**src/rtl/smsa_pkg.sv**
```systemverilog
// Shared types and constants for the size-matched slot allocator.
// No dependencies.
`default_nettype none

package smsa_pkg;

   localparam int SLOTS_DEF = 256;
   localparam int MAX_VERTICES_DEF = 1023;
   localparam int VC_W = 10;
   localparam int STATUS_W = 2;

   typedef enum logic [STATUS_W-1:0] {
      ST_OK   = 2'd0,
      ST_FULL = 2'd1,
      ST_BAD  = 2'd2
   } status_type;

   typedef enum logic {
      REQ_ALLOC = 1'b0,
      REQ_FREE  = 1'b1
   } req_kind_type;

   typedef enum logic [2:0] {
      OP_HOLD,
      OP_SEED,
      OP_STEP,
      OP_REMOVE,
      OP_APPEND
   } cell_op_type;

   typedef struct packed {
      cell_op_type       op;
      logic [VC_W-1:0]   size;
   } cell_ctl_type;

   typedef enum logic [1:0] {
      FSM_IDLE,
      FSM_SCAN,
      FSM_ALLOC,
      FSM_FREE
   } fsm_type;

endpackage

`default_nettype wire

```
**src/rtl/smsa_cell.sv**
```systemverilog
// One free-list cell: holds a freed slot and its size, plus a prefix-match register.
// Depends on smsa_pkg.
`default_nettype none

module smsa_cell #(
   parameter int SLOT_W = 8
) (
   input  logic                       clock,
   input  logic                       reset,
   input  smsa_pkg::cell_ctl_type     ctl,
   input  logic                       app_sel,
   input  logic [SLOT_W-1:0]          app_id,
   input  logic                       nxt_val,
   input  logic [SLOT_W-1:0]          nxt_id,
   input  logic [smsa_pkg::VC_W-1:0]  nxt_size,
   input  logic                       src_found,
   input  logic [SLOT_W-1:0]          src_id,
   output logic                       val,
   output logic [SLOT_W-1:0]          id,
   output logic [smsa_pkg::VC_W-1:0]  size,
   output logic                       pf_found,
   output logic [SLOT_W-1:0]          pf_id
);
   import smsa_pkg::*;

   logic              val_ff, val_in;
   logic [SLOT_W-1:0] id_ff, id_in;
   logic [VC_W-1:0]   size_ff, size_in;
   logic              pf_found_ff, pf_found_in;
   logic [SLOT_W-1:0] pf_id_ff, pf_id_in;

   always_comb begin
      val_in      = val_ff;
      id_in       = id_ff;
      size_in     = size_ff;
      pf_found_in = pf_found_ff;
      pf_id_in    = pf_id_ff;
      case (ctl.op)
         OP_SEED: begin
            pf_found_in = val_ff && (size_ff == ctl.size);
            pf_id_in    = id_ff;
         end
         OP_STEP: begin
            // earlier cells win
            pf_found_in = pf_found_ff | src_found;
            pf_id_in    = src_found ? src_id : pf_id_ff;
         end
         OP_REMOVE: begin
            if (pf_found_ff) begin
               val_in  = nxt_val;
               id_in   = nxt_id;
               size_in = nxt_size;
            end
         end
         OP_APPEND: begin
            if (app_sel) begin
               val_in  = 1'b1;
               id_in   = app_id;
               size_in = ctl.size;
            end
         end
         default: ;
      endcase
   end

   always_ff @(posedge clock) begin
      if (reset) begin
         val_ff      <= 1'b0;
         pf_found_ff <= 1'b0;
      end else begin
         val_ff      <= val_in;
         pf_found_ff <= pf_found_in;
      end
   end

   always_ff @(posedge clock) begin
      id_ff    <= id_in;
      size_ff  <= size_in;
      pf_id_ff <= pf_id_in;
   end

   assign val      = val_ff;
   assign id       = id_ff;
   assign size     = size_ff;
   assign pf_found = pf_found_ff;
   assign pf_id    = pf_id_ff;

endmodule

`default_nettype wire

```
**config.mk**
```make
export PLATFORM = sky130hd
export DESIGN_NAME = smsa_cell
export DESIGN_NICKNAME = d
export VERILOG_FILES = /design/src/rtl/smsa_pkg.sv /design/src/rtl/smsa_cell.sv
export SDC_FILE = /design/constraint.sdc
export NUM_CORES = 1
export LEC_CHECK = 0
export BUFFER_PORTS_ARGS = -buffer_cell sky130_fd_sc_hd__buf_2
export CAP_MARGIN = 40
export CORE_MARGIN = 10
export CORE_UTILIZATION = 35
export DETAILED_ROUTE_END_ITERATION = 8
export GPL_TIMING_DRIVEN = 0
export PLACE_DENSITY = 0.74
export SETUP_SLACK_MARGIN = 0.15
export SYNTH_ARGS = -nofsm -noshare
export SYNTH_HDL_FRONTEND = slang
export SYNTH_SLANG_ARGS = --single-unit
```
**constraint.sdc**
```tcl
create_clock -name clock -period 1.8 [get_ports clock]
set_input_delay 0.36 -clock clock [delete_from_list [all_inputs] [get_ports clock]]
set_output_delay 0.36 -clock clock [all_outputs]
set_load 0.005 [all_outputs]
```
# Yosys cells after proc, flatten, opt, wreduce, memory -nomap -nowiden
# Index checks and enable logic that the tools add are counted.
# word_totals
reg_bits,28
inputBits,52
out_inout_bits,28
# classes
n_eq_ne,8
muxes,12
n_bitwise,1
reduce_logical,5
# op_table
operator,count
$pmux W8 S2,2
$mux W8,3
$mux W10,2
$pmux W10 S2,1
$eq A10 B10 Y1,1
$eq A3 B2 Y1 const B,2
$ne A2 B2 Y1 const B,3
$pmux W1 S2,2
$reduce_bool A2 Y1,2
$eq A3 B1 Y1 const B,1
$eq A3 B3 Y1 const B,1
$reduce_and A3 Y1,1
$mux W1,2
$reduce_and A2 Y1,1
$logic_and A1 B1 Y1,1
$or A1 B1 Y1,1

# Depth between registers and ports, before layout
# logic_depth
word_depth,3
mapped_depth,4

# Worst setup path before layout
# OpenSTA, ideal clock, no wires.
# synth_path
path_kind,in2reg
from,input ctl[10] (netlist name)
to,"register id_ff[0], in the netlist id[0], enable pin"
setup_time_ns,0.374
arrival_time_ns,1.152
setup_slack_ns,0.274
stages,3
path_buffers,1
path_cell_list,nor3b_2 -> buf_6 -> a21bo_1
# synth_via
elab_chain_len,3
word_cells_on_any_way,6
# synth_lines
item,line,rtl
from (decl),smsa_cell.sv:10,"input smsa_pkg::cell_ctl_type ctl,"
$eq A3 B2 Y1 / $eq A3 B3 Y1 (equally long branches),smsa_cell.sv:38,case (ctl.op)
$ne A2 B2 Y1 (no line) / $reduce_bool A2 Y1 (equally long branches),--,
$reduce_and A3 Y1 (no line) *,--,
to (signal assigned),smsa_cell.sv:77,id_ff <= id_in;
to (decl),smsa_cell.sv:27,"logic [SLOT_W-1:0] id_ff, id_in;"
# Mark *: on every way between the ends. The rest lies on a longest branch, timed or not.
# A chain may end at the register's enable or synchronous reset.

# Worst setup path in the final report
# layout_path
from,input ctl[10] (netlist name)
to,"register pf_id_ff[4], in the netlist pf_id[4], enable pin"
# layout_via
elab_chain_len,3
word_cells_on_any_way,5
# layout_lines
item,line,rtl
$eq A3 B2 Y1 / $eq A3 B1 Y1 (equally long branches),smsa_cell.sv:38,
$ne A2 B2 Y1 (no line) / $reduce_bool A2 Y1 (equally long branches),--,
$reduce_and A2 Y1 (no line) *,--,
to (signal assigned),smsa_cell.sv:79,pf_id_ff <= pf_id_in;
to (decl),smsa_cell.sv:30,"logic [SLOT_W-1:0] pf_id_ff, pf_id_in;"
# Marks and branches as above.

==> flow_summary.yaml <==
timing:
  slew_violations: 0
  worstMarginPinSlew_ns: 0.614
  hold_viol: 0
  hold-worst-slack_ns: 0.295
  layout_min_cycle_time_ns: 1.48
  fmax_mhz: 674
  layout_setup_ws_ns: 0.316
  rsz0062_at_grt: "false"
  fin_crit_sh_pct: 82.5
  timing.slew.headroom_pct: 58.9
  skew_ns: 0.00339
  finalSetupViolCount: 0
drt:
  remaining_drc_errors: 0
  viasPerCell: 4.64
  drtAntennaViolNets: 0
  vias: 1017
  wl_per_cell_microns: 16.4
  drt_iter0_drc: 39
  routed_wl_microns: 3580
  dr.pass1.iters: 4
cells_and_area:
  layout_commonest_cell: "buf_2"
  fillCellCount: 376
  n_antenna_cell: 0
  final_cell_mix: "buf_2, edfxtp_1, mux2_4"
  syn2layout_area_growth_pct: 36.3
  final_cell_count_no_fill: 219
  final_layout_size_suffix_gt1_share_pct: 68.6
  finalNetCount: 222
die:
  dieWidth_microns: 84.5
  core_area_sq_mm: 0.00403
  io_pins: 80
  fp-row-count: 23
  start_util_pct: 36.2
  die_h_microns: 84.5
  dieArea_sq_mm: 0.00715
clocking:
  cts_resized: 0
  clock-root-buffer: "clkbuf_8"
  numClockSinks: 28
  holdBufCountCts: 0
  worstSkewPairLatency_ns: 0.27
  post_cts_buffers: 0
  cts_tree: "done"
  cts-htree-levels: 1
  clock_path_buffers: 2
  numCtsBuffers: 3
  path_clk_slew_ns: 0.10
critical_path:
  crit_required_ns: 1.72
  cp-start-kind: "input pin"
  arrival_ns: 1.40
  worstSetupEndpointType: "flip-flop"
  worst-setup-path-type: "in -> reg"
  crit_fanout: 8
placement:
  dp_slack_ns: -0.137
  dp_cells: 215
  dp_hpwl_microns: 3010
  gp_congestion: 0.727
  port_buffers: 79
hold_path:
  hold_class: "in -> reg"
grt:
  grt_pass1_vias: 1128
  grt_max_degree: 20
  antenna_found_initial: 0
  grtUsageMet2_pct: 16.7
  met3_usage_pct: 3.77
  grt_pass1_wl_microns: 5580
  grt_usage_pct: 9.58
  met1_usage_pct: 10.3
  grt-ovfl-total: 0
  busiest_layer: "met2"
pwr:
  p_per_area_mw_per_mm2: 723
  power_w: 0.00144
  p_leak_nw: 0.849
  ir_drop_v: 0.000415
synth:
  syn-cell-area_sq_mm: 0.00146
  ys_seq_area_share_pct: 56.3
  ys_seq_elements: 28
  syn_inst: 86
  syn_area_per_cell_sq_um: 16.9
  syn-num-nets: 138
  yosysWarnings: 0
  ys_types: 22
flow_run:
  cap_violations: 0
run_status:
  status: "finished, final reports clean"
-- worst max-delay path, cell delays in order --
cell,delay [ns]
buf_2,0.13
inv_1,0.10
mux2_2,0.34
nor2_1,0.48
-- path summary, 6_finish.rpt --
check | start | end | slack (ns) | cells past startpoint
setup / recovery | ctl[10] | pf_id[4] | 0.32 | 4
hold / removal | reset | pf_found | 0.30 | 2
setup reg to reg | pf_found | id[5] | 0.40 | 2
hold reg to reg | val | pf_found | 0.52 | 2
-- registers in the layout (all words and copies together) (netlist names) --
name and flops:
pf_id 8, size 10, id 8, val 1
pf_found 1
-- logic make-up (layout without fill, tap and decap cells) --
logic type	after synthesis	after routing	synth area share, %
buffers and inverters	5	88	3.69
AOI/OAI and AO/OA	5	5	3.18
muxes	27	27	25.5
xor gates and xnor gates	10	10	6.01
and+or+nand+nor	11	11	5.32
DFF	28	28	56.3
-- per-stage QoR --
stage | instance area (sq um) | TNS, ns | utilization (%)
floorplan | 1460 | 0 | -
global placement | 1920 | -1.86 | 47.5
detailed placement | 1920 | -2.58 | 47.5
CTS | 1990 | 0 | 49.3
global route | 1990 | 0 | 49.3
finish | 1990 | 0 | 49.3
-- area by class of cell --
cell class                      instances  area [sq um]  share of cell area, %
Inverter                                2          7.51                  0.378
Tap cell                               50          62.6                   3.15
Multi-Input combinational cell         53           583                   29.3
Clock buffer                            3          41.3                   2.08
Clock inverter                          1          30.0                   1.51
Sequential cell                        28           821                   41.3
Timing Repair Buffer                   79           395                   19.9
Buffer                                  3          46.3                   2.33
-- synthesized netlist by cell type (all sizes together) --
library cell   n  area share (%)
nor3b          1            0.86
and2           1            0.60
nand2          1            0.26
mux2          27              25
o32ai          1            0.60
o221a          1            0.77
buf            3             3.2
a21bo          1            0.69
dfxtp          2             2.7
inv            2            0.52
a311oi         1            0.60
nor4b          1            0.60
nor2b          2            0.86
nand4b         1            0.60
edfxtp        26              54
nor2           1            0.26
o21a           1            0.52
xnor2         10             6.0
nand4          3             1.3
-- routing by layer --
metal  part of all wire [%]  up-vias
met5                      0        -
met4                    1.0        0
met3                    7.3        2
met2                     52       45
met1                     40      473
li1                       -      497
-- report_power, final --
part / leakage, nW / switching, W / internal (W) / total (W)
Clock: 0.0357 / 0.000194 / 0.000298 / 0.000492
Sequential: 0.254 / 0.00000820 / 0.000736 / 0.000744
Combinational: 0.559 / 0.0000761 / 0.000125 / 0.000201
Total: 0.849 / 0.000279 / 0.00116 / 0.00144
No activity file was read; power rests on OpenSTA's default activity.
